[src/rtl/sfd_pkg.sv]
`timescale 1ns / 1ps
// Package for the serial frame deframer: result kinds, register indexes,
// configuration and queue item types. No dependencies.
package sfd_pkg;

  typedef enum logic [1:0] {
    KIND_DATA = 2'd0,
    KIND_GOOD = 2'd1,
    KIND_BAD  = 2'd2
  } sfd_kind_e;

  localparam int unsigned CfgAddrW = 3;

  localparam logic [CfgAddrW-1:0] REG_PROTOCOL_MODE  = 3'd0;
  localparam logic [CfgAddrW-1:0] REG_CLASSIC_START  = 3'd1;
  localparam logic [CfgAddrW-1:0] REG_FRAME_OPEN     = 3'd2;
  localparam logic [CfgAddrW-1:0] REG_FRAME_CLOSE    = 3'd3;
  localparam logic [CfgAddrW-1:0] REG_ESCAPE_VALUE   = 3'd4;

  localparam logic [7:0] CSUM_SEED = 8'd10;

  // Result queue between front and back
  localparam int unsigned QDepth = 2;
  localparam int unsigned QPtrW  = (QDepth > 1) ? $clog2(QDepth) : 1;
  localparam int unsigned QCntW  = $clog2(QDepth + 1);

  typedef struct packed {
    logic       protocol_mode;
    logic [7:0] classic_start_byte;
    logic [7:0] frame_open_byte;
    logic [7:0] frame_close_byte;
    logic [7:0] escape_value;
  } sfd_cfg_t;

  typedef struct packed {
    sfd_kind_e   kind;
    logic [7:0]  data;
    logic [7:0]  index;
    logic [15:0] err_count;
  } sfd_item_t;

endpackage

[src/rtl/sfd_front.sv]
`timescale 1ns / 1ps
// Deframer front end: takes each received byte, updates the frame state and
// builds the result item, if any. Depends on sfd_pkg.
module sfd_front import sfd_pkg::*; #(
  parameter int unsigned FRAME_BYTES = 17
) (
  input  logic       clk_i,
  input  logic       rst_ni,
  input  sfd_cfg_t   cfg_i,
  input  logic       take_i,
  input  logic [7:0] rx_byte_i,
  output logic       push_o,
  output sfd_item_t  item_o
);

  localparam logic [7:0] PayloadLast = 8'(FRAME_BYTES - 1);

  logic        in_frame_q, in_frame_d;
  logic        esc_q, esc_d;
  logic [7:0]  count_q, count_d;
  logic [7:0]  sum_q, sum_d;
  logic [7:0]  last_q, last_d;
  logic [15:0] bad_q, bad_d;

  logic        emit;
  logic        do_store;
  logic        do_verdict;
  logic        good;
  logic [7:0]  store_val;
  logic [7:0]  verdict_data;
  logic [7:0]  before_last;

  assign before_last = sum_q - last_q;

  always_comb begin
    in_frame_d   = in_frame_q;
    esc_d        = esc_q;
    count_d      = count_q;
    sum_d        = sum_q;
    last_d       = last_q;
    bad_d        = bad_q;
    do_store     = 1'b0;
    do_verdict   = 1'b0;
    good         = 1'b0;
    store_val    = rx_byte_i;
    verdict_data = rx_byte_i;

    if (!cfg_i.protocol_mode) begin
      if (!in_frame_q) begin
        if (rx_byte_i == cfg_i.classic_start_byte) begin
          in_frame_d = 1'b1;
          count_d    = '0;
          sum_d      = '0;
          last_d     = '0;
        end
      end else if (count_q < PayloadLast) begin
        do_store = 1'b1;
      end else begin
        in_frame_d = 1'b0;
        do_verdict = 1'b1;
        good       = (CSUM_SEED + sum_q) == rx_byte_i;
      end
    end else begin
      priority if (rx_byte_i == cfg_i.frame_open_byte) begin
        count_d = '0;
        sum_d   = '0;
        last_d  = '0;
        esc_d   = 1'b0;
      end else if (rx_byte_i == cfg_i.frame_close_byte) begin
        esc_d      = 1'b0;
        do_verdict = 1'b1;
        if (count_q == '0) begin
          verdict_data = '0;
        end else begin
          verdict_data = last_q;
          good         = (CSUM_SEED + before_last) == last_q;
        end
      end else if (esc_q) begin
        esc_d     = 1'b0;
        do_store  = 1'b1;
        store_val = rx_byte_i + cfg_i.escape_value;
      end else if (rx_byte_i == cfg_i.escape_value) begin
        esc_d = 1'b1;
      end else begin
        do_store = 1'b1;
      end
    end

    if (do_store) begin
      sum_d  = sum_q + store_val;
      last_d = store_val;
      if (count_q != 8'hFF) begin
        count_d = count_q + 8'd1;
      end
    end
    if (do_verdict && !good && (bad_q != 16'hFFFF)) begin
      bad_d = bad_q + 16'd1;
    end
  end

  assign emit   = do_store || do_verdict;
  assign push_o = take_i && emit;

  always_comb begin
    item_o.index     = count_q;
    item_o.err_count = bad_d;
    if (do_store) begin
      item_o.kind = KIND_DATA;
      item_o.data = store_val;
    end else begin
      item_o.kind = good ? KIND_GOOD : KIND_BAD;
      item_o.data = verdict_data;
    end
  end

  always_ff @(posedge clk_i or negedge rst_ni) begin
    if (!rst_ni) begin
      in_frame_q <= 1'b0;
      esc_q      <= 1'b1;
      count_q    <= '0;
      sum_q      <= '0;
      last_q     <= '0;
      bad_q      <= '0;
    end else if (take_i) begin
      in_frame_q <= in_frame_d;
      esc_q      <= esc_d;
      count_q    <= count_d;
      sum_q      <= sum_d;
      last_q     <= last_d;
      bad_q      <= bad_d;
    end
  end

endmodule

[src/rtl/sfd_queue.sv]
`timescale 1ns / 1ps
// Short result queue between deframer front and output stage.
// Depends on sfd_pkg for the item type and depth.
module sfd_queue import sfd_pkg::*; (
  input  logic             clk_i,
  input  logic             rst_ni,
  input  logic             push_i,
  input  sfd_item_t        push_item_i,
  input  logic             pop_i,
  output logic             not_empty_o,
  output logic             full_o,
  output logic [QCntW-1:0] level_o,
  output sfd_item_t        head_o
);

  sfd_item_t        mem [QDepth];
  logic [QPtrW-1:0] wr_q, wr_d;
  logic [QPtrW-1:0] rd_q, rd_d;
  logic [QCntW-1:0] cnt_q, cnt_d;

  function automatic logic [QPtrW-1:0] next_ptr(input logic [QPtrW-1:0] p);
    logic [QPtrW-1:0] r;
    r = (p == QPtrW'(QDepth - 1)) ? '0 : p + QPtrW'(1);
    return r;
  endfunction

  always_comb begin
    wr_d  = push_i ? next_ptr(wr_q) : wr_q;
    rd_d  = pop_i ? next_ptr(rd_q) : rd_q;
    cnt_d = cnt_q;
    if (push_i && !pop_i) begin
      cnt_d = cnt_q + QCntW'(1);
    end else if (pop_i && !push_i) begin
      cnt_d = cnt_q - QCntW'(1);
    end
  end

  always_ff @(posedge clk_i) begin
    if (push_i) begin
      mem[wr_q] <= push_item_i;
    end
  end

  always_ff @(posedge clk_i or negedge rst_ni) begin
    if (!rst_ni) begin
      wr_q  <= '0;
      rd_q  <= '0;
      cnt_q <= '0;
    end else begin
      wr_q  <= wr_d;
      rd_q  <= rd_d;
      cnt_q <= cnt_d;
    end
  end

  assign not_empty_o = cnt_q != '0;
  assign full_o      = cnt_q == QCntW'(QDepth);
  assign level_o     = cnt_q;
  assign head_o      = mem[rd_q];

endmodule

[src/rtl/sfd_back.sv]
`timescale 1ns / 1ps
// Output stage: pulls results from the queue into a register that holds
// while the receiver stalls. Depends on sfd_pkg.
module sfd_back import sfd_pkg::*; (
  input  logic      clk_i,
  input  logic      rst_ni,
  input  logic      q_not_empty_i,
  input  sfd_item_t q_head_i,
  output logic      q_pop_o,
  output logic      out_valid_o,
  input  logic      out_ready_i,
  output sfd_item_t out_item_o
);

  logic      valid_q, valid_d;
  sfd_item_t item_q;

  assign q_pop_o = q_not_empty_i && (!valid_q || out_ready_i);

  always_comb begin
    valid_d = valid_q;
    if (q_pop_o) begin
      valid_d = 1'b1;
    end else if (out_ready_i) begin
      valid_d = 1'b0;
    end
  end

  always_ff @(posedge clk_i or negedge rst_ni) begin
    if (!rst_ni) begin
      valid_q <= 1'b0;
    end else begin
      valid_q <= valid_d;
    end
  end

  always_ff @(posedge clk_i) begin
    if (q_pop_o) begin
      item_q <= q_head_i;
    end
  end

  assign out_valid_o = valid_q;
  assign out_item_o  = item_q;

endmodule

[src/rtl/serial_frame_deframer_checksum.sv]
`timescale 1ns / 1ps
// Serial frame deframer with additive checksum, top level.
// Uses sfd_pkg, sfd_front, sfd_queue and sfd_back.
//
// Input channel: one received byte per transfer (rx_byte_i, in_valid_i /
// in_ready_o). Output channel: zero or one result per input byte
// (result_kind_o, data_byte_o, byte_index_o, error_count_o with
// out_valid_o / out_ready_i). Results leave in input order.
// Classic mode: a start byte opens a frame, FRAME_BYTES-1 payload bytes follow,
// then a checksum byte compared against 10 + 8-bit payload sum.
// Escaped mode: open/close bytes frame the data, an escape marker adds its
// value to the next byte; the last stored byte is the checksum.
// Throughput: one byte per cycle while in_ready_o is high. The front end updates
// the frame state as each byte is taken, so the next byte may follow at once.
// Path: a result is written into the queue when its byte is taken, then moved
// into the output register, from which it is shown.
// Stalls: the output register holds while out_ready_i is low; the two-entry
// queue absorbs results in flight and in_ready_o drops only when it is full.
// Reset: rst_ni zeroes registers and frame state except the escape flag, which
// starts set; hunting in classic mode, empty queue and no result shown.
// Configuration: cfg_we_i writes cfg_wdata_i to register cfg_addr_i
// (0 mode, 1 classic start, 2 open, 3 close, 4 escape); other indexes ignored.
module serial_frame_deframer_checksum import sfd_pkg::*; #(
  parameter int unsigned FRAME_BYTES = 17
) (
  input  logic                clk_i,
  input  logic                rst_ni,
  input  logic                cfg_we_i,
  input  logic [CfgAddrW-1:0] cfg_addr_i,
  input  logic [7:0]          cfg_wdata_i,
  input  logic                in_valid_i,
  output logic                in_ready_o,
  input  logic [7:0]          rx_byte_i,
  output logic                out_valid_o,
  input  logic                out_ready_i,
  output logic [1:0]          result_kind_o,
  output logic [7:0]          data_byte_o,
  output logic [7:0]          byte_index_o,
  output logic [15:0]         error_count_o
);

  sfd_cfg_t         cfg_q;
  logic             take;
  logic             push;
  sfd_item_t        push_item;
  logic             pop;
  logic             q_not_empty;
  logic             q_full;
  logic [QCntW-1:0] q_level;
  sfd_item_t        q_head;
  sfd_item_t        out_item;

  // Configuration registers
  always_ff @(posedge clk_i or negedge rst_ni) begin
    if (!rst_ni) begin
      cfg_q <= '0;
    end else if (cfg_we_i) begin
      unique case (cfg_addr_i)
        REG_PROTOCOL_MODE: cfg_q.protocol_mode      <= cfg_wdata_i[0];
        REG_CLASSIC_START: cfg_q.classic_start_byte <= cfg_wdata_i;
        REG_FRAME_OPEN:    cfg_q.frame_open_byte    <= cfg_wdata_i;
        REG_FRAME_CLOSE:   cfg_q.frame_close_byte   <= cfg_wdata_i;
        REG_ESCAPE_VALUE:  cfg_q.escape_value       <= cfg_wdata_i;
        default: ;
      endcase
    end
  end

  // Accept a byte whenever the queue has room for its result
  assign in_ready_o = !q_full;
  assign take       = in_valid_i && in_ready_o;

  sfd_front #(
    .FRAME_BYTES(FRAME_BYTES)
  ) u_front (
    .clk_i     (clk_i),
    .rst_ni    (rst_ni),
    .cfg_i     (cfg_q),
    .take_i    (take),
    .rx_byte_i (rx_byte_i),
    .push_o    (push),
    .item_o    (push_item)
  );

  sfd_queue u_queue (
    .clk_i       (clk_i),
    .rst_ni      (rst_ni),
    .push_i      (push),
    .push_item_i (push_item),
    .pop_i       (pop),
    .not_empty_o (q_not_empty),
    .full_o      (q_full),
    .level_o     (q_level),
    .head_o      (q_head)
  );

  sfd_back u_back (
    .clk_i         (clk_i),
    .rst_ni        (rst_ni),
    .q_not_empty_i (q_not_empty),
    .q_head_i      (q_head),
    .q_pop_o       (pop),
    .out_valid_o   (out_valid_o),
    .out_ready_i   (out_ready_i),
    .out_item_o    (out_item)
  );

  assign result_kind_o = out_item.kind;
  assign data_byte_o   = out_item.data;
  assign byte_index_o  = out_item.index;
  assign error_count_o = out_item.err_count;

`ifndef SYNTHESIS
  // Queue occupancy never passes its depth
  a_level_bound: assert property (@(posedge clk_i) disable iff (!rst_ni)
    q_level <= QCntW'(QDepth))
    else $error("result queue overflow");

  // A result is only pushed when the queue has room
  a_push_room: assert property (@(posedge clk_i) disable iff (!rst_ni)
    push |-> !q_full)
    else $error("push into full queue");

  // A stored-byte result never raises the bad-frame count
  a_data_no_err: assert property (@(posedge clk_i) disable iff (!rst_ni)
    (pop && q_head.kind == KIND_DATA && out_valid_o)
      |-> q_head.err_count == out_item.err_count)
    else $error("error count changed on data result");
`endif

endmodule
[config.mk]
export PLATFORM = sky130hd
export DESIGN_NAME = serial_frame_deframer_checksum
export DESIGN_NICKNAME = d
export VERILOG_FILES = /design/src/rtl/sfd_pkg.sv /design/src/rtl/sfd_front.sv /design/src/rtl/sfd_queue.sv /design/src/rtl/sfd_back.sv /design/src/rtl/serial_frame_deframer_checksum.sv
export SDC_FILE = /design/constraint.sdc
export NUM_CORES = 1
export LEC_CHECK = 0
export BUFFER_PORTS_ARGS = -buffer_cell sky130_fd_sc_hd__buf_2
export CORE_MARGIN = 2
export CORE_UTILIZATION = 35
export DETAILED_ROUTE_END_ITERATION = 7
export GPL_TIMING_DRIVEN = 0
export HOLD_SLACK_MARGIN = 0.15
export PLACE_DENSITY = 0.63
export SYNTH_ARGS = -nofsm -noshare
export SYNTH_HDL_FRONTEND = slang
export SYNTH_HIERARCHICAL = 1
export SYNTH_SLANG_ARGS = --single-unit
[constraint.sdc]
create_clock -name clk_i -period 3.5 [get_ports clk_i]
set_input_delay 1.05 -clock clk_i [delete_from_list [all_inputs] [get_ports clk_i]]
set_output_delay 1.05 -clock clk_i [all_outputs]
set_load 0.01 [all_outputs]
==> flow_summary_export.csv <==
group,metric,value,unit
global_routing,gr-total-overflow,0,
timing,finalSetupViolCount,1,
synthesis,synthAdderAreaFrac,0.0486,
clock_tree,cts.sinks,182,
outcome,violations,"negative setup slack",
clock_tree,cts_buffers,17,
setup_path,crit_fanout,5,
synthesis,yosys-top-cells-count,"102 x edfxtp_1, 79 x dfrtp_1, 54 x xor2_1, 44 x nand2_1, 43 x nor2_1",
global_routing,gr-usage-met3,0.0229,
synthesis,synth_top_family_by_area,"multiplexers",
timing,timing.slew.headroom,0.437,
layout,multi_input_area,0.00450,sq mm
layout,syn_to_final_growth,22.3,%
job,drv_cap,0,
synthesis,synth_compound_area_frac,0.0715,
drt,routed_wl,19000,microns
timing,rsz0062_at_grt,"yes",
drt,firstDrtPassIters,5,
pwr,power_density,746,mW/mm^2
floorplanning,start_util,0.354,
floorplanning,core,0.0268,sq mm
drt,vias,5787,
layout,fillers,2408,
global_routing,grt_use_total,0.137,
layout,fin_util,0.432,
min_path,hp-class,"in -> async",
clock_tree,clk_pin_slew,0.07,ns
drt,routedWlPerCell,15.9,microns
synthesis,synthCells,727,
timing,fmax,266,MHz
place,gp_congestion,0.820,
layout,final_layout_size_suffix_gt1_frac,0.329,
setup_path,ff2ff_setup_slack,0.09,ns
drt,vias_per_cell,4.83,
synthesis,syn_area,0.00948,sq mm
synthesis,synth_largest_area_cell,"edfxtp_1",
synthesis,ys_ff_latch,182,
setup_path,arrival,4.10,ns
synthesis,yosys.area_share.simple,0.107,
drt,remaining_drc_errors,0,
global_routing,grt_pass1_wl,30400,microns
global_routing,grt_pass1_vias,5713,
synthesis,async_flop_share,0.440,
clock_tree,root_buffer,"clkbuf_16",
synthesis,synth_area_per_cell,13.0,sq um
timing,fin_worst_skew,0.0224,ns
clock_tree,clk-insertion-delay-late,0.44,ns
synthesis,synthesis.nets,786,
timing,fin_ws,-0.256,ns
global_routing,grt_antenna_before_repair,0,
synthesis,yosysSeqAreaShare,0.534,
clock_tree,cts_buffer_depth,2,
synthesis,synthXorXnorAreaFrac,0.0905,
pwr,vdd_drop_max,0.342,mV
clock_tree,holdBufCountCts,0,
place,hpwl,13100,microns
pwr,p_leak,0.00469,uW
layout,regArea,0.00507,sq mm
timing,finalMaxSlewViolations,0,
clock_tree,htreeDepth,4,
floorplanning,die-area,0.0284,sq mm
global_routing,grt.busiest_layer,"met2",
pwr,power,8650,uW
synthesis,yosysMostFrequentCell,"edfxtp_1",
setup_path,start_kind,"primary input",
global_routing,grt_util_met2,0.228,
synthesis,synthFlopType,"edfxtp_1",
drt,drt-initial-drc-count,347,
global_routing,grt_max_degree,67,
synthesis,synth_edf_count,102,
drt,ant_nets,0,
synthesis,yosys-top-cells-area,"edfxtp_1 32%, dfrtp_1 21%, mux2_4 5.9%",
synthesis,synth_warnings,6,
layout,fin_nets,902,
synthesis,synth_top_area_frac,0.323,
place,port_buffers,58,
setup_path,crit_required,3.85,ns
floorplanning,placementRows,60,
synthesis,post_synth_num_cell_types,68,
layout,insertedDiodeCount,0,
global_routing,grtUsageMet1,0.186,
outcome,outcome,"finished with violations",
place,dp_slack,-1.28,ns
timing,hold_violations,0,
floorplanning,die_h,169,microns
floorplanning,fp.dieW,169,microns
clock_tree,cts_tree,"yes",
synthesis,muxShareOfSynthArea,0.109,
timing,period_share,1.07,
timing,fin_crit,3.76,ns
setup_path,critical_path.endpoint_type,"flip-flop",
timing,tightest_slew,0.844,ns
setup_path,crit_type,"in -> reg",
floorplanning,ios,60,
==> state kept, by name (all words and copies together), names as in the netlist, 2 cells and up <==
signal / flops
u_queue/level_o: 2
u_front/bad_q: 16
u_front/last_q: 8
u_front/sum_q: 8
u_queue/mem: 68
cfg_q: 33
u_back/out_item_o: 34
u_front/count_q: 8
==> critical path: stages <==
cell and delay, ns:
buf_8 0.11, buf_8 0.14, xor2_4 0.15, nor4_4 0.31
and2_4 0.21, nor3b_4 0.05, buf_6 0.12, mux2i_4 0.18
inv_2 0.07, ha_4 0.20, a21o_1 0.18, a21oi_2 0.16
o21ai_2 0.09, o41ai_4 0.41, a21oi_2 0.04, or4b_1 0.50
o211ai_1 0.09
==> what timing repair did <==
action,CTS,global route
resized for setup,25,58
setup buffers,16,25
pin swaps,10,23
setup endpoints to repair,66,25
gates cloned,1,0
==> area by class of cell <==
type,instances,area share
tap,341,0.0368
multi-input combinational,487,0.388
clock buffer,19,0.0373
inverter,34,0.0110
clock inverter,13,0.00928
sequential,182,0.437
buffer,22,0.0217
timing repair buffer,99,0.0583
==> kinds of logic (layout without fill, tap and decap cells) <==
family,after synthesis,count (layout)
AO/OA/AOI/OAI,95,95
XOR/XNOR,92,92
adder cells (fa/ha/maj),35,35
buffers and inverters,59,187
flip-flops,182,182
multiplexers,81,81
AND/OR/NAND/NOR,183,184
==> per-layer routing <==
layer	up-vias	part of all wire
met5	-	0
li1	2838	-
met2	117	0.48
met3	12	0.030
met4	0	0.0084
met1	2820	0.48
==> power breakdown <==
part	leakage (uW)	switching, uW	internal (uW)
clock network	0.000260	815	976
registers	0.00195	378	2910
logic	0.00248	1830	1740
==> cells in the final DEF (no fill, tap or decap), drive strengths merged, types with 12 or more instances in the layout <==
cell type / instances
o21ai: 22
edfxtp: 102
dfrtp: 79
mux2i: 12
a21oi: 30
nor2: 43
xnor2: 37
inv: 36
nand2: 45
clkbuf: 25
nor3: 16
nand3: 18
mux2: 69
xor2: 55
ha: 32
buf: 115
==> worst paths after layout <==
| check | startpoint | end | cells past startpoint |
|---|---|---|---|
| worst max-delay path | rx_byte_i[0] | u_front/sum_q[7] | 17 |
| worst min-delay path | rst_ni | cfg_q[15] | 1 |
| worst max register to register | cfg_q[13] | u_front/sum_q[7] | 15 |
| worst min register to register | u_queue/level_o[1] | u_queue/level_o[1] | 1 |
| max in group asynchronous | rst_ni | u_front/sum_q[1] | 2 |
| min in group clk_i | u_queue/level_o[1] | u_queue/level_o[1] | 1 |
==> metrics by stage <==
stage	cells	setup TNS, ns	hold WS [ns]	area [sq um]
floorplan	727	-0.720	0.447	9610
global placement	1126	-44.10	0.466	10300
detailed placement	1127	-47.03	0.468	10400
CTS	1174	-0.325	0.469	11100
global route	1197	-0.450	0.479	11600
finish	1197	-0.256	0.475	11600
Note: power is estimated with default switching activity, not from simulation.
